$ cat src/hw/rtl/mssd_pkg.sv
// ----------------------------------------------------------------------------
// mssd_pkg
// Shared types, codes and the digit glyph table of the meter display driver.
// ----------------------------------------------------------------------------
package mssd_pkg;

	typedef enum logic [2:0] {
		CMD_VOLT   = 3'd0,
		CMD_AMP    = 3'd1,
		CMD_POWER  = 3'd2,
		CMD_ENERGY = 3'd3,
		CMD_SET    = 3'd4,
		CMD_CLEAR  = 3'd5
	} cmd_code_t;

	localparam logic [1:0] CH_VOLT   = 2'd0;
	localparam logic [1:0] CH_AMP    = 2'd1;
	localparam logic [1:0] CH_POWER  = 2'd2;
	localparam logic [1:0] CH_ENERGY = 2'd3;

	localparam logic [3:0] MODE_MASK_ALL = 4'd3;
	localparam logic [3:0] MODE_KILO     = 4'd8;

	localparam logic [3:0]  BLANK      = 4'd10;
	localparam logic [3:0]  DIGIT_MAX  = 4'd15;
	localparam logic [31:0] DIV10_MUL  = 32'd52429;

	typedef struct packed {
		logic [2:0]  cmd;
		logic [3:0]  display_mode;
		logic [15:0] value_int;
		logic [6:0]  value_frac;
		logic        kilo_flag;
	} cmd_item_t;

	typedef struct packed {
		logic [5:0] ram_address;
		logic [3:0] ram_nibble;
		logic       last;
		logic       bad_command;
	} wr_item_t;

	typedef struct packed {
		logic            done;
		logic [3:0][3:0] digit;
	} dec_stat_t;

	// abcdefg, a in bit 6; codes of ten and up are blank
	function automatic logic [6:0] glyph(input logic [3:0] code);
		logic [6:0] g;
		unique case (code)
			4'd0:    g = 7'h7E;
			4'd1:    g = 7'h30;
			4'd2:    g = 7'h6D;
			4'd3:    g = 7'h79;
			4'd4:    g = 7'h33;
			4'd5:    g = 7'h5B;
			4'd6:    g = 7'h5F;
			4'd7:    g = 7'h70;
			4'd8:    g = 7'h7F;
			4'd9:    g = 7'h7B;
			default: g = 7'h00;
		endcase
		return g;
	endfunction

endpackage

$ cat src/hw/rtl/mssd_ram.sv
// ----------------------------------------------------------------------------
// mssd_ram
// Generic single write port, single read port RAM with registered read data.
// ----------------------------------------------------------------------------
module mssd_ram #(
	parameter int WIDTH = 4,
	parameter int DEPTH = 16
) (
	input  logic                     clk,
	input  logic                     wr_en,
	input  logic [$clog2(DEPTH)-1:0] wr_addr,
	input  logic [WIDTH-1:0]         wr_data,
	input  logic                     rd_en,
	input  logic [$clog2(DEPTH)-1:0] rd_addr,
	output logic [WIDTH-1:0]         rd_data
);

	logic [WIDTH-1:0] mem [DEPTH];

	always_ff @(posedge clk) begin
		if (wr_en) begin
			mem[wr_addr] <= wr_data;
		end
		if (rd_en) begin
			rd_data <= mem[rd_addr];
		end
	end

endmodule

$ cat src/hw/rtl/mssd_dec.sv
// ----------------------------------------------------------------------------
// mssd_dec
// Iterative decimal splitter: one digit of a 16-bit value per cycle, four
// digits, by reciprocal multiplication.
// ----------------------------------------------------------------------------
module mssd_dec (
	input  logic                clk,
	input  logic                arst_n,
	input  logic                start,
	input  logic [15:0]         value,
	output mssd_pkg::dec_stat_t stat
);

	import mssd_pkg::*;

	logic            run_q;
	logic            done_q;
	logic [1:0]      idx_q;
	logic [15:0]     x_q;
	logic [3:0][3:0] digit_q;
	logic [31:0]     prod;
	logic [12:0]     quo;
	logic [15:0]     rem;

	assign prod = 32'(x_q) * DIV10_MUL;
	assign quo  = prod[31:19];
	assign rem  = x_q - (16'(quo) * 16'd10);

	always_ff @(posedge clk or negedge arst_n) begin
		if (!arst_n) begin
			run_q  <= 1'b0;
			done_q <= 1'b0;
			idx_q  <= '0;
		end else begin
			done_q <= run_q && (idx_q == 2'd3);
			if (start) begin
				run_q <= 1'b1;
				idx_q <= '0;
			end else if (run_q) begin
				idx_q <= idx_q + 2'd1;
				if (idx_q == 2'd3) begin
					run_q <= 1'b0;
				end
			end
		end
	end

	always_ff @(posedge clk) begin
		if (start) begin
			x_q <= value;
		end else if (run_q) begin
			x_q            <= 16'(quo);
			digit_q[idx_q] <= rem[3:0];
		end
	end

	assign stat.done  = done_q;
	assign stat.digit = digit_q;

endmodule

$ cat src/hw/rtl/meter_seven_segment_display_driver_unit.sv
// ----------------------------------------------------------------------------
// meter_seven_segment_display_driver_unit
// Meter panel driver: reading commands update digit stores and flags, then
// stream the whole segment RAM image as nibble writes.
//
// A reading command (voltage, current, power, energy) runs through the cycle
// in which it is taken, the decimal split of the integer part (one digit per
// cycle), up to four writes into the digit memory (one write port), one read
// prefetch, then 32 nibble writes at one per cycle when the sink keeps ready
// high. Set-all and clear-all stream FILL_COUNT nibble writes, an invalid
// command one flagged write. A new command is taken once the previous run has
// been handed to the output register.
// ----------------------------------------------------------------------------
module meter_seven_segment_display_driver_unit #(
	parameter int FILL_COUNT = 63
) (
	input  logic                 clk,
	input  logic                 arst_n,
	input  logic                 cmd_valid,
	output logic                 cmd_ready,
	input  mssd_pkg::cmd_item_t  cmd_item,
	output logic                 wr_valid,
	input  logic                 wr_ready,
	output mssd_pkg::wr_item_t   wr_item
);

	import mssd_pkg::*;

	localparam logic [5:0] FILL_LAST = 6'(FILL_COUNT - 1);

	typedef enum logic [6:0] {
		ST_IDLE  = 7'b0000001,
		ST_CONV  = 7'b0000010,
		ST_WRITE = 7'b0000100,
		ST_PREF  = 7'b0001000,
		ST_EMIT  = 7'b0010000,
		ST_FILL  = 7'b0100000,
		ST_BAD   = 7'b1000000
	} state_t;

	state_t          state_q;
	cmd_item_t       item_q;
	wr_item_t        out_q;
	logic            out_valid_q;
	logic [1:0]      widx_q;
	logic [4:0]      emit_q;
	logic [5:0]      fill_q;
	logic [15:0]     vld_q;
	logic            rd_vld_q;
	logic [2:0]      point_q;
	logic [1:0]      kilo_q;
	logic [3:0]      label_q;
	logic [3:0]      unit_q;

	dec_stat_t       dec_stat;
	logic            dec_start;
	logic            load;
	logic            out_load;
	logic [1:0]      ch;
	logic [3:0]      mode;
	logic [15:0]     v;
	logic [6:0]      f;
	logic            v_gt99;
	logic            v_gt999;
	logic            v_lt10;
	logic            v_lt100;
	logic            v_lt1000;
	logic [6:0]      fm;
	logic [14:0]     fprod;
	logic [3:0]      ft;
	logic [6:0]      fo_w;
	logic [3:0]      fo;
	logic            dot;
	logic [3:0][3:0] new_d;
	logic            ram_we;
	logic [3:0]      ram_waddr;
	logic            ram_re;
	logic [3:0]      ram_raddr;
	logic [3:0]      ram_rdata;
	logic [3:0]      pos;
	logic [3:0]      pos_next;
	logic [3:0]      cur_digit;
	logic [6:0]      g;
	logic            flag;
	logic [3:0]      n0;
	logic [3:0]      n1;

	assign cmd_ready = (state_q == ST_IDLE);
	assign dec_start = cmd_ready && cmd_valid && (cmd_item.cmd[2] == 1'b0);
	assign load      = !out_valid_q || wr_ready;
	assign out_load  = load && ((state_q == ST_EMIT) || (state_q == ST_FILL) ||
	                            (state_q == ST_BAD));

	mssd_dec u_dec (
		.clk    (clk),
		.arst_n (arst_n),
		.start  (dec_start),
		.value  (cmd_item.value_int),
		.stat   (dec_stat)
	);

	assign ch       = item_q.cmd[1:0];
	assign mode     = item_q.display_mode;
	assign v        = item_q.value_int;
	assign f        = item_q.value_frac;
	assign v_gt99   = v > 16'd99;
	assign v_gt999  = v > 16'd999;
	assign v_lt10   = v < 16'd10;
	assign v_lt100  = v < 16'd100;
	assign v_lt1000 = v < 16'd1000;

	assign fm    = (f >= 7'd100) ? f - 7'd100 : f;
	assign fprod = 15'(fm) * 15'd205;
	assign ft    = fprod[14:11];
	assign fo_w  = fm - (7'(ft) * 7'd10);
	assign fo    = fo_w[3:0];

	always_comb begin
		new_d = {BLANK, BLANK, BLANK, BLANK};
		dot   = 1'b0;
		if (mode > MODE_MASK_ALL) begin
			new_d = {4{(v > 16'(DIGIT_MAX)) ? DIGIT_MAX : v[3:0]}};
		end else if (!mode[0]) begin
			case (ch)
				CH_VOLT, CH_AMP: begin
					if (v_gt99) begin
						new_d[3] = v_lt1000 ? BLANK : dec_stat.digit[3];
						new_d[2] = dec_stat.digit[2];
						new_d[1] = dec_stat.digit[1];
						new_d[0] = dec_stat.digit[0];
					end else begin
						dot      = 1'b1;
						new_d[3] = v_lt10 ? BLANK : dec_stat.digit[1];
						new_d[2] = dec_stat.digit[0];
						if (f > 7'd9) begin
							new_d[1] = ft;
							new_d[0] = fo;
						end else begin
							new_d[1] = f[3:0];
							new_d[0] = BLANK;
						end
					end
				end
				CH_POWER: begin
					if (v_gt999) begin
						new_d = dec_stat.digit;
					end else begin
						dot      = 1'b1;
						new_d[3] = v_lt100 ? BLANK : dec_stat.digit[2];
						new_d[2] = v_lt10 ? BLANK : dec_stat.digit[1];
						new_d[1] = dec_stat.digit[0];
						new_d[0] = fo;
					end
				end
				default: begin
					new_d[3] = v_lt1000 ? BLANK : dec_stat.digit[3];
					new_d[2] = v_lt100 ? BLANK : dec_stat.digit[2];
					new_d[1] = v_lt10 ? BLANK : dec_stat.digit[1];
					new_d[0] = dec_stat.digit[0];
				end
			endcase
		end
	end

	assign ram_we    = (state_q == ST_WRITE) &&
	                   ((mode <= MODE_MASK_ALL) ||
	                    ((mode[3:2] == 2'b01) && (mode[1:0] == widx_q)));
	assign ram_waddr = {ch, widx_q};

	assign pos       = emit_q[4:1];
	assign pos_next  = (state_q == ST_PREF) ? 4'd0 : pos + 4'd1;
	assign ram_re    = (state_q == ST_PREF) || ((state_q == ST_EMIT) && load && emit_q[0]);
	assign ram_raddr = {pos_next[3:2], ~pos_next[1:0]};

	mssd_ram #(
		.WIDTH (4),
		.DEPTH (16)
	) u_ram (
		.clk     (clk),
		.wr_en   (ram_we),
		.wr_addr (ram_waddr),
		.wr_data (new_d[widx_q]),
		.rd_en   (ram_re),
		.rd_addr (ram_raddr),
		.rd_data (ram_rdata)
	);

	assign cur_digit = rd_vld_q ? ram_rdata : 4'd0;
	assign g         = glyph(cur_digit);

	always_comb begin
		unique case (pos)
			4'd0:    flag = label_q[0];
			4'd1:    flag = point_q[0];
			4'd3:    flag = unit_q[0];
			4'd4:    flag = label_q[1];
			4'd5:    flag = point_q[1];
			4'd7:    flag = unit_q[1];
			4'd9:    flag = label_q[2];
			4'd10:   flag = point_q[2];
			4'd11:   flag = label_q[3];
			4'd12:   flag = unit_q[2];
			4'd13:   flag = kilo_q[0];
			4'd14:   flag = unit_q[3];
			4'd15:   flag = kilo_q[1];
			default: flag = 1'b0;
		endcase
	end

	always_comb begin
		if (!pos[3]) begin
			n0 = {g[6], g[1], g[2], g[3]};
			n1 = {g[5], g[0], g[4], flag};
		end else begin
			n0 = {g[3], g[2], g[1], g[6]};
			n1 = {flag, g[4], g[0], g[5]};
		end
	end

	// sequencer
	always_ff @(posedge clk or negedge arst_n) begin
		if (!arst_n) begin
			state_q     <= ST_IDLE;
			out_valid_q <= 1'b0;
			widx_q      <= '0;
			emit_q      <= '0;
			fill_q      <= '0;
			vld_q       <= '0;
			rd_vld_q    <= 1'b0;
			point_q     <= '0;
			kilo_q      <= '0;
			label_q     <= '0;
			unit_q      <= '0;
		end else begin
			if (wr_ready && !out_load) begin
				out_valid_q <= 1'b0;
			end
			if (ram_we) begin
				vld_q[ram_waddr] <= 1'b1;
			end
			if (ram_re) begin
				rd_vld_q <= vld_q[ram_raddr];
			end
			unique case (state_q)
				ST_IDLE: begin
					if (cmd_valid) begin
						fill_q <= '0;
						if (cmd_item.cmd[2] == 1'b0) begin
							state_q <= ST_CONV;
						end else if ((cmd_item.cmd == CMD_SET) ||
						             (cmd_item.cmd == CMD_CLEAR)) begin
							state_q <= ST_FILL;
						end else begin
							state_q <= ST_BAD;
						end
					end
				end
				ST_CONV: begin
					if (dec_stat.done) begin
						state_q <= ST_WRITE;
						widx_q  <= '0;
						if (mode <= MODE_MASK_ALL) begin
							label_q[ch] <= !mode[1];
							unit_q[ch]  <= !mode[1];
							if (ch[1]) begin
								kilo_q[ch[0]] <= !mode[0] && item_q.kilo_flag;
							end
							if (ch != CH_ENERGY) begin
								point_q[ch] <= !mode[0] && dot;
							end
						end else if ((mode == MODE_KILO) && ch[1]) begin
							kilo_q[ch[0]] <= item_q.kilo_flag;
						end
					end
				end
				ST_WRITE: begin
					widx_q <= widx_q + 2'd1;
					if (widx_q == 2'd3) begin
						state_q <= ST_PREF;
					end
				end
				ST_PREF: begin
					state_q <= ST_EMIT;
					emit_q  <= '0;
				end
				ST_EMIT: begin
					if (load) begin
						out_valid_q <= 1'b1;
						emit_q      <= emit_q + 5'd1;
						if (emit_q == 5'd31) begin
							state_q <= ST_IDLE;
						end
					end
				end
				ST_FILL: begin
					if (load) begin
						out_valid_q <= 1'b1;
						fill_q      <= fill_q + 6'd1;
						if (fill_q == FILL_LAST) begin
							state_q <= ST_IDLE;
						end
					end
				end
				ST_BAD: begin
					if (load) begin
						out_valid_q <= 1'b1;
						state_q     <= ST_IDLE;
					end
				end
				default: begin
					state_q <= ST_IDLE;
				end
			endcase
		end
	end

	// payload
	always_ff @(posedge clk) begin
		if (cmd_ready && cmd_valid) begin
			item_q <= cmd_item;
		end
		if (load) begin
			if (state_q == ST_EMIT) begin
				out_q.ram_address <= {emit_q, 1'b0} >> 1 == 6'd0 ? 6'(emit_q) : 6'(emit_q);
				out_q.ram_nibble  <= emit_q[0] ? n1 : n0;
				out_q.last        <= (emit_q == 5'd31);
				out_q.bad_command <= 1'b0;
			end else if (state_q == ST_FILL) begin
				out_q.ram_address <= fill_q;
				out_q.ram_nibble  <= (item_q.cmd == CMD_SET) ? 4'hF : 4'h0;
				out_q.last        <= (fill_q == FILL_LAST);
				out_q.bad_command <= 1'b0;
			end else if (state_q == ST_BAD) begin
				out_q.ram_address <= '0;
				out_q.ram_nibble  <= '0;
				out_q.last        <= 1'b1;
				out_q.bad_command <= 1'b1;
			end
		end
	end

	assign wr_valid = out_valid_q;
	assign wr_item  = out_q;

	a_bad_single: assert property (@(posedge clk) disable iff (!arst_n)
		wr_valid && wr_item.bad_command |-> wr_item.last && (wr_item.ram_address == 6'd0))
		else $error("invalid-command transfer is not a single write at address zero");

	a_run_continues: assert property (@(posedge clk) disable iff (!arst_n)
		wr_valid && wr_ready && !wr_item.last |=> wr_valid)
		else $error("write run stalled after a transfer that was not last");

	a_dec_in_conv: assert property (@(posedge clk) disable iff (!arst_n)
		dec_stat.done |-> (state_q == ST_CONV))
		else $error("decimal split finished outside conversion");

	a_busy_after_cmd: assert property (@(posedge clk) disable iff (!arst_n)
		cmd_valid && cmd_ready |=> !cmd_ready)
		else $error("command taken while a run is starting");

endmodule

$ cat config.mk
export PLATFORM = sky130hd
export DESIGN_NAME = meter_seven_segment_display_driver_unit
export DESIGN_NICKNAME = d
export VERILOG_FILES = /design/src/hw/rtl/mssd_pkg.sv /design/src/hw/rtl/mssd_ram.sv /design/src/hw/rtl/mssd_dec.sv /design/src/hw/rtl/meter_seven_segment_display_driver_unit.sv
export SDC_FILE = /design/constraint.sdc
export NUM_CORES = 1
export LEC_CHECK = 0
export BUFFER_PORTS_ARGS = -buffer_cell sky130_fd_sc_hd__buf_4
export CELL_PAD_IN_SITES_DETAIL_PLACEMENT = 2
export CELL_PAD_IN_SITES_GLOBAL_PLACEMENT = 2
export CORE_UTILIZATION = 47
export CTS_BUF_LIST = sky130_fd_sc_hd__clkbuf_4
export CTS_CLUSTER_DIAMETER = 60
export DETAILED_ROUTE_END_ITERATION = 6
export PLACE_DENSITY_LB_ADDON = 0.25
export SYNTH_ARGS = -nofsm -noshare
export SYNTH_HDL_FRONTEND = slang
export SYNTH_SLANG_ARGS = --single-unit
$ cat constraint.sdc
create_clock -name clk -period 15.1 [get_ports clk]
set_input_delay 3.02 -clock clk [delete_from_list [all_inputs] [get_ports clk]]
set_output_delay 3.02 -clock clk [all_outputs]
set_load 0.005 [all_outputs]
## Word-level counts from Yosys, hierarchy flattened

Memory sizes are Yosys's and may differ from the RTL's. A register that Yosys moved wholly into a read port is not among the register bits.
Index checks and enable logic that the tools add are counted.

| operators by class | value |
|---|---|
| add/sub/neg operators | 8 |
| multiply operators | 4 |
| $lt $le $gt $ge | 20 |
| equal/unequal tests | 41 |
| muxes and demuxes | 77 |
| bitwise logic cells | 4 |
| reductions and logical operators | 46 |

Operators by type and width:

| kind | count |
|---|---|
| $mux 16 | 6 |
| $mux 7 | 11 |
| $pmux 7 s7 | 1 |
| $mux 4 | 12 |
| $eq 4x4->1 const B | 8 |
| $mul 16x16->32 const B | 1 |
| $pmux 16 s2 | 1 |
| $mux 12 | 2 |
| $bwmux 16 | 1 |
| $gt 16x10->1 const B | 1 |
| $gt 16x4->1 const B | 1 |
| $gt 16x7->1 const B | 1 |
| $logic_and 1x1->1 | 16 |
| $lt 16x10->1 const B | 1 |
| $lt 16x4->1 const B | 1 |
| $lt 16x7->1 const B | 1 |
| $mux 1 | 16 |
| $ne 2x2->1 const B | 8 |
| $or 16x16->16 | 1 |
| $mul 7x8->15 const B | 1 |
| $mul 13x3->3 const B | 1 |
| $pmux 1 s13 | 1 |
| $eq 4x3->1 const B | 3 |
| $mux 2 | 6 |
| 64 further kinds | 98 |

| word-level totals | value |
|---|---|
| flip-flop bits (word level) | 130 |
| memory bits (writable) | 64 |
| bits in read-only memories | 112 |
| bits of input ports | 35 |
| output and inout bits | 14 |
| word-level logic and storage cells | 231 |
| memories kept | 2 |

Memory list:

| name | depth | width | rd ports | clocked after Yosys merged registers in | write ports | RTL line | text |
|---|---|---|---|---|---|---|---|
| (name not given) | 16 | 7 | 1 | 0 | 0 | mssd_pkg.sv:51 | `unique case (code)` |
| u_ram.mem | 16 | 4 | 1 | 1 | 1 | mssd_ram.sv:18 | `logic [WIDTH-1:0] mem [DEPTH];` |

## Logic depth before layout (Yosys ltp)

Gate-level depths: netlist (run 1).

| depth | value |
|---|---|
| depth in word-level cells | 12 |
| depth in mapped cells | 27 |

## Cells and area by module

A second synthesis (run 1) with hierarchy kept.

| second synthesis, totals | value |
|---|---|
| cells, all modules | 1373 |
| area, all modules | 15019.4 um^2 |

Modules (own cells, without submodules):

| module | instances | cells each | area an instance (um^2) |
|---|---|---|---|
| mssd_dec | 1 | 612 | 6208.5 |
| meter_seven_segment_display_driver_unit | 1 | 631 | 6104.6 |
| mssd_ram | 1 | 130 | 2706.3 |

## Worst setup path after synthesis (run 1)

No wires, ideal clock.

| path | value |
|---|---|
| path type | register to register |
| start point | register item_q, in the netlist f[3] |
| end point | memory u_ram.mem[0][3], data pin |
| library setup time | 0.291 ns |
| arrival time | 6.737 ns |
| setup slack | 8.071 ns |
| cell stages (with the launch flop) | 26 |
| path buffers | 0 |
| period minus slack after synthesis | 7.029 ns |
| cells stage by stage | edfxtp_1 > inv_1 > ha_1 > or3b_4 > and2_1 > nor3_1 > a21o_1 > ha_1 > fa_1 > ha_1 > inv_1 > fa_1 > inv_1 > ha_1 > and3_1 > a41oi_1 > a21oi_4 > or4_1 > and2_1 > fa_1 > xnor2_1 > o211a_1 > o211ai_1 > a211o_1 > a2bb2oi_1 > a21oi_1 |

| between the ends | value |
|---|---|
| word-level cells in the longest chain between the ends | 12 |
| elaborated cells between the ends (all ways) | 15 |

RTL lines:

| item | RTL line | text |
|---|---|---|
| start, declared | meter_seven_segment_display_driver_unit.sv:42 | `cmd_item_t item_q;` |
| start signal, assigned | meter_seven_segment_display_driver_unit.sv:320 | `item_q <= cmd_item;` |
| $sub 7x7->7 / $ge 7x7->1 (equally long branches) | meter_seven_segment_display_driver_unit.sv:112 | `assign fm = (f >= 7'd100) ? f - 7'd100 : f;` |
| $mux 7 | meter_seven_segment_display_driver_unit.sv:112 |  |
| $mul 7x8->15 | meter_seven_segment_display_driver_unit.sv:113 | `assign fprod = 15'(fm) * 15'd205;` |
| $mul 4x3->3 | meter_seven_segment_display_driver_unit.sv:115 | `assign fo_w = fm - (7'(ft) * 7'd10);` |
| $sub 4x4->4 | meter_seven_segment_display_driver_unit.sv:115 |  |
| $mux 8 | meter_seven_segment_display_driver_unit.sv:135 | `if (f > 7'd9) begin` |
| $mux 16 | meter_seven_segment_display_driver_unit.sv:126 | `if (v_gt99) begin` |
| $pmux 16 s2 (*) | meter_seven_segment_display_driver_unit.sv:124 | `case (ch)` |
| $mux 16 (*) | meter_seven_segment_display_driver_unit.sv:123 | `end else if (!mode[0]) begin` |
| $mux 16 (*) | meter_seven_segment_display_driver_unit.sv:121 | `if (mode > MODE_MASK_ALL) begin` |
| $bmux 4 s2 (*) | meter_seven_segment_display_driver_unit.sv:182 | `.wr_data (new_d[widx_q]),` |
| $mux 4 (implied by the code) (*) | meter_seven_segment_display_driver_unit.sv:182 |  |
| via u_ram.wr_data[3] | mssd_ram.sv:12 | `input logic [WIDTH-1:0] wr_data,` |
| end, declared | mssd_ram.sv:18 |  |

The timed path passes the listed nets; every way through them passes the cells marked *. The select of a mux whose other input is x is not followed.

## Worst setup path in the final report (run 1)

| path | value |
|---|---|
| start point | register item_q, in the netlist f[3] |
| end point | memory u_ram.mem[14][3], data pin |

The elaborated chain is that of the path after synthesis.

==> results of run 1 <==
metal layers:
layer	vias to the layer above	track usage
met4	0	0.110
met5	-	0
met1	5561	0.372
met2	255	0.545
met3	87	0.0441
li1	4880	-
cell families (layout without fill, tap and decap cells):
family / count (synthesis) / count (layout)
xor gates and xnor gates: 31 / 31
DFF: 194 / 194
other: 0 / 1
muxes: 21 / 21
and+or+nand+nor: 369 / 369
AOI/OAI and AO/OA: 243 / 243
buffers and inverters: 234 / 283
adders and majority gates: 280 / 280
cell usage after synthesis, types with 21 or more instances:
master,number
o211ai_1,21
nor2_1,89
nand2_1,94
dfrtp_1,50
clkbuf_1,30
a21oi_1,34
or3_1,21
edfxtp_1,143
o21ai_0,62
fa_1,91
inv_1,192
ha_1,189
nand3_1,22
state kept, by name, indices dropped and copies added (netlist names), 7 cells and up:
name,cells
v,16
state_q,7
wr_item,12
f,7
u_ram.mem,64
u_dec.stat,16
u_dec.x_q,16
vld_q,16
final cells by class:
class                           count  area, um^2  share of cell area
Clock buffer                       19         143             0.00903
Inverter                          192         721              0.0456
Sequential cell                   194        5570               0.353
Multi-Input combinational cell    944        8330               0.527
Tap cell                          396         495              0.0314
Antenna cell                        1        2.50            0.000158
Timing Repair Buffer               59         443              0.0280
Clock inverter                     13         100             0.00633
worst max-delay path, stage by stage, from the launching register on:
cell       delay [ns]
edfxtp_1         0.54
inv_1            0.16
ha_1             0.15
or3b_4           0.42
and2_1           0.21
nor3_1           0.27
a21o_1           0.20
ha_1             0.30
fa_1             0.49
ha_1             0.30
inv_1            0.05
fa_1             0.50
inv_1            0.04
ha_1             0.30
a21oi_1          0.19
o21ai_1          0.11
a41oi_1          0.53
nand2_1          0.21
a211oi_1         0.36
nor2_1           0.12
ha_1             0.22
fa_1             0.39
xnor2_1          0.29
o211a_1          0.20
o211ai_1         0.11
a211o_1          0.29
a2bb2oi_1        0.14
a21oi_1          0.92
metrics by stage:
stage               cells  area, um^2
detailed placement   1785       15600
CTS                  1817       15800
finish               1818       15800
global route         1818       15800
floorplan            1372       14800
global placement     1785       15600
layout by cell type (no fill, tap or decap), drive strengths merged, types with 9 or more instances in the layout:
| cell type | n |
|---|---|
| nor2 | 90 |
| fa | 91 |
| mux2 | 9 |
| edfxtp | 143 |
| o31ai | 9 |
| nand2 | 94 |
| a211oi | 18 |
| clkbuf | 19 |
| a21oi | 37 |
| nand4 | 11 |
| a21o | 11 |
| or2 | 23 |
| dfrtp | 50 |
| inv | 197 |
| or3 | 22 |
| o211ai | 21 |
| o21ai | 66 |
| and2 | 19 |
| xnor2 | 19 |
| and3 | 15 |
| xor2 | 12 |
| ha | 189 |
| nor2b | 12 |
| a31oi | 16 |
| nor3 | 22 |
| buf | 59 |
| nand2b | 15 |
| nand3 | 22 |
how the worst min path moves through the flow:
stage                               startpoint              endpoint  slack (ns)
after floorplan           vld_q[8]$_DFFE_PN0P_  vld_q[8]$_DFFE_PN0P_        0.43
after global placement    vld_q[8]$_DFFE_PN0P_  vld_q[8]$_DFFE_PN0P_        0.44
after detailed placement  vld_q[8]$_DFFE_PN0P_  vld_q[8]$_DFFE_PN0P_        0.45
after CTS                 vld_q[8]$_DFFE_PN0P_  vld_q[8]$_DFFE_PN0P_        0.49
after global routing      vld_q[5]$_DFFE_PN0P_  vld_q[5]$_DFFE_PN0P_        0.50
final                     vld_q[8]$_DFFE_PN0P_  vld_q[8]$_DFFE_PN0P_        0.48
==> metrics.cfg, run 1 <==
[global_route]
antenna_found_initial=1
overflow=0
grt_pass1_vias=12400
grt_pass1_wl_um=72100
grt_max_degree=52
grt_usage=0.305

[worst_setup_path]
cp_max_fo=16
start_kind=register
rr_startpoint=f[3]$_DFFE_PP_
end_kind=register
crit_end=u_ram.mem[14][3]$_DFFE_PP_
arrival_ns=8.63
worstReg2RegEnd=u_ram.mem[14][3]$_DFFE_PP_
required_ns=15.37
crit_type=reg2reg
ff2ff_path_depth=27
r2r_slack_ns=6.74
cp-startpoint=f[3]$_DFFE_PP_

[placement]
port_buffers=48
dp_hpwl_um=37100
dp_slack_ns=6.83
gp_congestion=0.879

[routing]
met3_length_um=1580
final_antenna_net_count=0
drc=4
wl_um=46500
top_layer=met4
wl_per_cell_um=25.6
first_iter_violations=618
route.met2.wl_um=24100
first_pass_iters=7
vias_per_cell=5.93
wl_met1_um=19300
vias=10800

[floorplan]
rows=64
start_util=0.481
num_io_pins=49
die_w_um=179
die_area_mm2=0.0322
core-area_mm2=0.0307
dieHeight_um=179

[finish]
fin_util=0.514
fillers=3122
layout-drive-gt1-share=0.101
fin_nets=1723
syn_to_final_growth_pct=6.86

[clocking]
cts_buffers=17
path_clk_slew_ns=0.17
cts_tree=done
clk_path_buf_depth=2
htreeDepth=4
clock_sinks=194
post-cts-setup-buffer-count=0
root_buffer=clkbuf_4
postCtsHoldBufs=0
clk_latency_ns=0.63
cts_resized=0

[logic_synthesis]
postSynthCellCount=1372
synth_flop_cell=edfxtp_1
synth_fp_nets=1687
yosysWarnings=0
synth.largest_area_cell=edfxtp_1
synth_top_family_by_area=adder cells
synth-async-reset-ratio=0.263
synthAdderAreaFrac=0.283
yosys.area_share.simple=0.127
synth_compound_area_frac=0.114
synth_cell_types=88
yosys.area.top_type_share=0.290
synthXorXnorAreaFrac=0.0184
synth_edf_count=143
synth_seq_cells=194
synthMuxAreaShare=0.0192
avgSynthCellArea_um2=10.8
synthTopCellsByArea=edfxtp_1 (29%), ha_1 (16%), fa_1 (12%)
syn_area_mm2=0.0148
synth_seq_area_share=0.377

[run]
maxCapViolCount=0

[timing]
timing.hold.ws_ns=0.485
finalClockSkew_ns=0.0259
tns_ns=0
report.final.slew_viol_count=0
fmax_mhz=120
fin_crit_sh=0.554
finalCriticalPeriod_ns=8.36
hold_violations=0
setup_slack_ns=6.74
tightest_slew_ns=1.35
relSlewSlack=0.0983
setup_viol=0
rsz0062_at_grt=false

[status]
violations=DRC
status=finished with violations

[hold_path]
worstHoldPathCells=1
hold_class=reg2reg

Power of run 1 is not shown: default switching activity piles up to over one toggle a cycle in this logic, so the estimate is an artifact.
==> run 2, diff against run 1 <==
Settings changed: CORE_UTILIZATION 47 to 40.
Clock period 15.1 ns to 6.75 ns, I/O delays scaled along.
==> run 2 against run 1 <==
Compared with the run above:
- the flow now finishes without violations
- first-iteration DRC count fell by 28%
- clock skew up 0.0041 ns
- final area is 3.7% higher
- critical path type unchanged
- setup slack worse by 6.5 ns
==> metrics.cfg, run 2 (synthesis gave the netlist of run 1 again) <==
[global_route]
use_met3=0.0343  ; was 0.0441
antenna_found_initial=1  ; unchanged
grt_pass1_vias=12400  ; about the same
grt_pass1_wl_um=69900  ; was 72100 um
grt_usage=0.241  ; was 0.305
met2_usage=0.439  ; was 0.545
overflow=0  ; unchanged
grtUsageMet1=0.297  ; was 0.372
top_usage_layer=met2  ; unchanged
grt_max_degree=52  ; unchanged

[clocking]
clock_sinks=194  ; unchanged
postCtsHoldBufs=0  ; unchanged
root_buffer=clkbuf_4  ; unchanged
cts_tree=done  ; unchanged
cts_buffers=17  ; unchanged
path_clk_slew_ns=0.17  ; about the same
clk_latency_ns=0.64  ; was 0.63 ns
htreeDepth=4  ; unchanged
clk_path_buf_depth=2  ; unchanged

[worst_setup_path]
required_ns=7.26  ; was 15.37 ns
path_delay_family=adder cells  ; was compound AO/OA/AOI/OAI gates
cp_max_fo=8  ; was 16
arrival_ns=7.03  ; was 8.63 ns
crit_type=reg2reg  ; unchanged
critPathMaxStageDelay_ns=0.50  ; was 0.92 ns
end_kind=register  ; unchanged
path_buf_inv=5  ; was 3
cp_slowest_cell=or4_1  ; was a21oi_1
worst_path_most_repeated_cell=ha_1  ; unchanged
start_kind=register  ; unchanged

[finish]
final_common_cell=inv_1  ; unchanged
largest_reg_flops=64  ; unchanged
regMostFlops=u_ram.mem  ; unchanged
layout_common_cells=inv_1 (191), ha_1 (183), edfxtp_1 (143), nand2_1 (93), fa_1 (90)  ; was inv_1 (192), ha_1 (189), edfxtp_1 (143), nand2_1 (94), fa_1 (91)
syn_to_final_growth_pct=10.8  ; was 6.86%
layout-drive-gt1-share=0.138  ; was 0.101
fin_nets=1754  ; was 1723
fillers=3800  ; was 3122
area.sequential_mm2=0.00557  ; unchanged
multi_input_area_mm2=0.00849  ; was 0.00833 mm^2

[floorplan]
dieHeight_um=194  ; was 179 um
rows=70  ; was 64
num_io_pins=49  ; unchanged
core-area_mm2=0.0365  ; was 0.0307 mm^2
start_util=0.405  ; was 0.481
die_area_mm2=0.0377  ; was 0.0322 mm^2
die_w_um=194  ; was 179 um

[placement]
gp_congestion=0.812  ; was 0.879
dp_slack_ns=-0.173  ; was 6.83 ns
port_buffers=48  ; unchanged
dp_hpwl_um=34600  ; was 37100 um

[status]
status=complete, no violations  ; was finished with violations

[timing]
fmax_mhz=153  ; was 120 MHz
report.final.slew_viol_count=0  ; unchanged
finalClockSkew_ns=0.0300  ; was 0.0259 ns
setup_viol=0  ; unchanged
timing.hold.ws_ns=0.498  ; was 0.485 ns
fin_crit_sh=0.967  ; was 0.554
setup_slack_ns=0.221  ; was 6.74 ns
tightest_slew_ns=0.967  ; was 1.35 ns
hold_violations=0  ; unchanged
relSlewSlack=0.353  ; was 0.0983
finalCriticalPeriod_ns=6.53  ; was 8.36 ns

[routing]
first_iter_violations=447  ; was 618
final_antenna_net_count=0  ; unchanged
first_pass_iters=4  ; was 7
drc=0  ; was 4
wl_um=43900  ; was 46500 um
vias_per_cell=5.63  ; was 5.93
wl_per_cell_um=22.9  ; was 25.6 um
vias=10800  ; about the same

[hold_path]
hold_class=reg2reg  ; unchanged

[run]
maxCapViolCount=0  ; unchanged

run 2: changes by cell type in the layout (fill, tap and decap cells not counted), sizes merged:
| cell | before | now |
|---|---|---|
| inv | 197 | 199 |
| buf | 59 | 90 |
| clkinvlp | 1 | 0 |
| bufinv | 0 | 1 |
| clkbuf | 19 | 17 |
run 2: layout make-up:
cell class                      count  area share
Clock buffer                       17     0.00779
Antenna cell                        1    0.000153
Clock inverter                     15      0.0127
Inverter                          192      0.0440
Sequential cell                   194       0.340
Timing Repair Buffer               90      0.0419
Tap cell                          468      0.0357
Multi-Input combinational cell    944       0.518
run 2: what timing repair did:
item                                    in CTS  in global routing
endpoints found under the setup margin      19                 36
pin swaps                                    2                 13
resized for setup                            9                 21
gates cloned                                 1                  0
setup buffers                                3                 11
run 2: metal layers:
| layer | vias to the layer above | wire, um | share of wire |
|---|---|---|---|
| li1 | 4938 | - | - |
| met2 | 201 | 23100 | 0.53 |
| met4 | 0 | 1120 | 0.026 |
| met1 | 5602 | 18400 | 0.42 |
| met3 | 69 | 1290 | 0.029 |
| met5 | - | 0 | 0 |
run 2: per-stage QoR:
step	utilization	instances	area [um^2]	TNS, ns
global route	0.449	1921	16400	-0.488
CTS	0.443	1909	16200	0
floorplan	-	1372	14800	0
detailed placement	0.432	1873	15800	-2.76
global placement	0.432	1873	15800	0
finish	0.449	1921	16400	0
run 2: worst paths after layout:
| path | slack (ns) | end | startpoint | depth (start not counted) |
|---|---|---|---|---|
| worst max register to register | 0.22 | u_ram.mem[9][3]$_DFFE_PP_ | f[3]$_DFFE_PP_ | 27 |
| worst max-delay path | 0.22 | u_ram.mem[9][3]$_DFFE_PP_ | f[3]$_DFFE_PP_ | 27 |
| max in group asynchronous | 5.46 | u_dec.idx_q[1]$_DFFE_PN0P_ | arst_n | 1 |
| min in group asynchronous | 0.76 | fill_q[1]$_DFFE_PN0P_ | arst_n | 1 |
| worst min register to register | 0.50 | vld_q[5]$_DFFE_PN0P_ | vld_q[5]$_DFFE_PN0P_ | 1 |
| worst min-delay path | 0.50 | vld_q[5]$_DFFE_PN0P_ | vld_q[5]$_DFFE_PN0P_ | 1 |
Power of run 2 is left out for the same reason.
==> run 3, diff against run 2 <==
Settings changed: CORE_UTILIZATION 40 to 25.
==> run 3 against run 2 <==
Compared with the run above:
- non-clock buffer count is 3 higher
- global-route usage is 9.6 points lower
- die area is 59% higher
- count of clock-buffer cells in the layout stayed put
==> metrics.cfg, run 3 (synthesis gave the netlist of run 1 again) <==
[timing]
report.final.slew_viol_count=0  ; unchanged
fin_crit_sh=0.967  ; about the same
fmax_mhz=153  ; about the same
hold_violations=0  ; unchanged
relSlewSlack=0.352  ; was 0.353
setup_slack_ns=0.222  ; was 0.221 ns
timing.hold.ws_ns=0.483  ; was 0.498 ns
finalCriticalPeriod_ns=6.53  ; about the same
setup_viol=0  ; unchanged
finalClockSkew_ns=0.0464  ; was 0.0300 ns
tightest_slew_ns=0.969  ; was 0.967 ns

[worst_setup_path]
worst_path_most_repeated_cell=buf_4  ; was ha_1
end_kind=register  ; unchanged
crit_type=reg2reg  ; unchanged
path_delay_family=adder cells  ; unchanged
path_buf_inv=7  ; was 5
ff2ff_path_depth=28  ; was 27
cp_slowest_cell=fa_1  ; was or4_1
rr_startpoint=f[3]$_DFFE_PP_  ; unchanged
cp_max_fo=8  ; unchanged
r2r_slack_ns=0.22  ; about the same
worstReg2RegEnd=u_ram.mem[10][3]$_DFFE_PP_  ; was u_ram.mem[9][3]$_DFFE_PP_
critPathMaxStageDelay_ns=0.49  ; was 0.50 ns
arrival_ns=7.02  ; was 7.03 ns
required_ns=7.24  ; was 7.26 ns
start_kind=register  ; unchanged

[hold_path]
hp-start=vld_q[11]$_DFFE_PN0P_  ; was vld_q[5]$_DFFE_PN0P_
whs_endpoint=vld_q[11]$_DFFE_PN0P_  ; was vld_q[5]$_DFFE_PN0P_
hold_class=reg2reg  ; unchanged
worstHoldPathCells=1  ; unchanged

[floorplan]
dieHeight_um=245  ; was 194 um
die_w_um=245  ; was 194 um
die_area_mm2=0.0601  ; was 0.0377 mm^2
core-area_mm2=0.0580  ; was 0.0365 mm^2
start_util=0.255  ; was 0.405
num_io_pins=49  ; unchanged
rows=88  ; was 70

[finish]
layout_common_cells=inv_1 (189), ha_1 (178), edfxtp_1 (143), nand2_1 (93), fa_1 (90)  ; was inv_1 (191), ha_1 (183), edfxtp_1 (143), nand2_1 (93), fa_1 (90)
final_common_cell=inv_1  ; unchanged
syn_to_final_growth_pct=14.0  ; was 10.8%
fin_area_mm2=0.0169  ; was 0.0164 mm^2
largest_reg_flops=64  ; unchanged
fin_nets=1757  ; was 1754
layout-drive-gt1-share=0.146  ; was 0.138
regMostFlops=u_ram.mem  ; unchanged

[placement]
dpl_cell_area_mm2=0.0162  ; was 0.0158 mm^2
gp_congestion=0.789  ; was 0.812
port_buffers=48  ; unchanged
dp_slack_ns=-0.0984  ; was -0.173 ns
dp_hpwl_um=33300  ; was 34600 um

[clocking]
path_clk_slew_ns=0.18  ; was 0.17 ns
clk_path_buf_depth=2  ; unchanged
cts_buffers=17  ; unchanged
clock_sinks=194  ; unchanged
clk_latency_ns=0.65  ; was 0.64 ns
root_buffer=clkbuf_4  ; unchanged
htreeDepth=4  ; unchanged
postCtsHoldBufs=0  ; unchanged
cts_tree=done  ; unchanged

[routing]
wl_met1_um=20700  ; was 18400 um
route.met2.wl_um=21000  ; was 23100 um
vias=10400  ; was 10800
drc=0  ; unchanged
first_pass_iters=5  ; was 4
met3_length_um=656  ; was 1290 um
wl_per_cell_um=19.2  ; was 22.9 um
top_layer=met4  ; unchanged
wl_um=42600  ; was 43900 um
final_antenna_net_count=0  ; unchanged
first_iter_violations=360  ; was 447
vias_per_cell=4.69  ; was 5.63

[global_route]
overflow=0  ; unchanged
grt_usage=0.145  ; was 0.241
grt_pass1_vias=11700  ; was 12400
antenna_found_initial=1  ; unchanged
grt_pass1_wl_um=67300  ; was 69900 um
grt_max_degree=52  ; unchanged

[status]
status=complete, no violations  ; unchanged

[run]
maxCapViolCount=0  ; unchanged

run 3: cell count changes in the layout (fill, tap and decap cells not counted), moves of 2 or more:
| cell | before | now |
|---|---|---|
| clkinv_8 | 5 | 2 |
| inv_2 | 1 | 3 |
| buf_12 | 0 | 2 |
| buf_4 | 87 | 89 |
| ha_1 | 183 | 178 |
| buf_6 | 3 | 1 |
| ha_4 | 5 | 9 |
| clkinv_4 | 2 | 0 |
| inv_1 | 191 | 189 |
| inv_6 | 2 | 5 |
run 3: what timing repair did:
| action | in CTS | in global routing |
|---|---|---|
| pin swaps | 1 | 20 |
| gates cloned | 0 | 1 |
| setup endpoints to repair | 16 | 36 |
| gates resized for setup | 3 | 33 |
| buffers inserted | 2 | 11 |
run 3: worst register-to-register path, delay by kind of cell, from the launching register on:
family / cells / cell delay [ns]
and+or+nand+nor: 7 / 1.46
adders and majority gates: 7 / 2.29
xor gates and xnor gates: 1 / 0.15
AOI/OAI and AO/OA: 6 / 1.25
DFF: 1 / 0.44
buffers and inverters: 7 / 0.78
run 3: worst max-delay path by stage:
| stage | startpoint | endpoint | slack, ns | cells after the start |
|---|---|---|---|---|
| final | f[3]$_DFFE_PP_ | u_ram.mem[10][3]$_DFFE_PP_ | 0.22 | 28 |
| after global placement | f[3]$_DFFE_PP_ | u_ram.mem[0][3]$_DFFE_PP_ | 0.08 | 26 |
| after detailed placement | f[3]$_DFFE_PP_ | u_ram.mem[5][3]$_DFFE_PP_ | -0.1 | 26 |
| after floorplan | f[3]$_DFFE_PP_ | u_ram.mem[0][3]$_DFFE_PP_ | 0.08 | 25 |
| after global routing | f[3]$_DFFE_PP_ | u_ram.mem[14][3]$_DFFE_PP_ | -0.06 | 29 |
| after CTS | f[3]$_DFFE_PP_ | u_ram.mem[10][3]$_DFFE_PP_ | 0.009 | 27 |
run 3: routing by layer:
metal / global-route usage / vias up
met2: 0.251 / 69
li1: - / 4956
met5: 0 / -
met1: 0.195 / 5364
met4: 0.0237 / 0
met3: 0.0162 / 21
run 3: through the flow:
stage | std cells | util | TNS [ns]
after floorplan | 1372 | - | 0
after global placement | 2174 | 0.279 | 0
after detailed placement | 2174 | 0.279 | -1.57
after CTS | 2208 | 0.285 | 0
after global routing | 2221 | 0.291 | -0.736
final | 2221 | 0.291 | 0
run 3: area by class of cell:
cell class	count	area (um^2)
repair buffers	93	744
well taps	765	957
clock inverters	15	181
multi-input cells	944	8550
inverters	192	721
diodes	1	2.50
fillers	6275	41200
flip-flops and latches	194	5570
clock buffers	17	128
Power of run 3 is left out for the same reason.
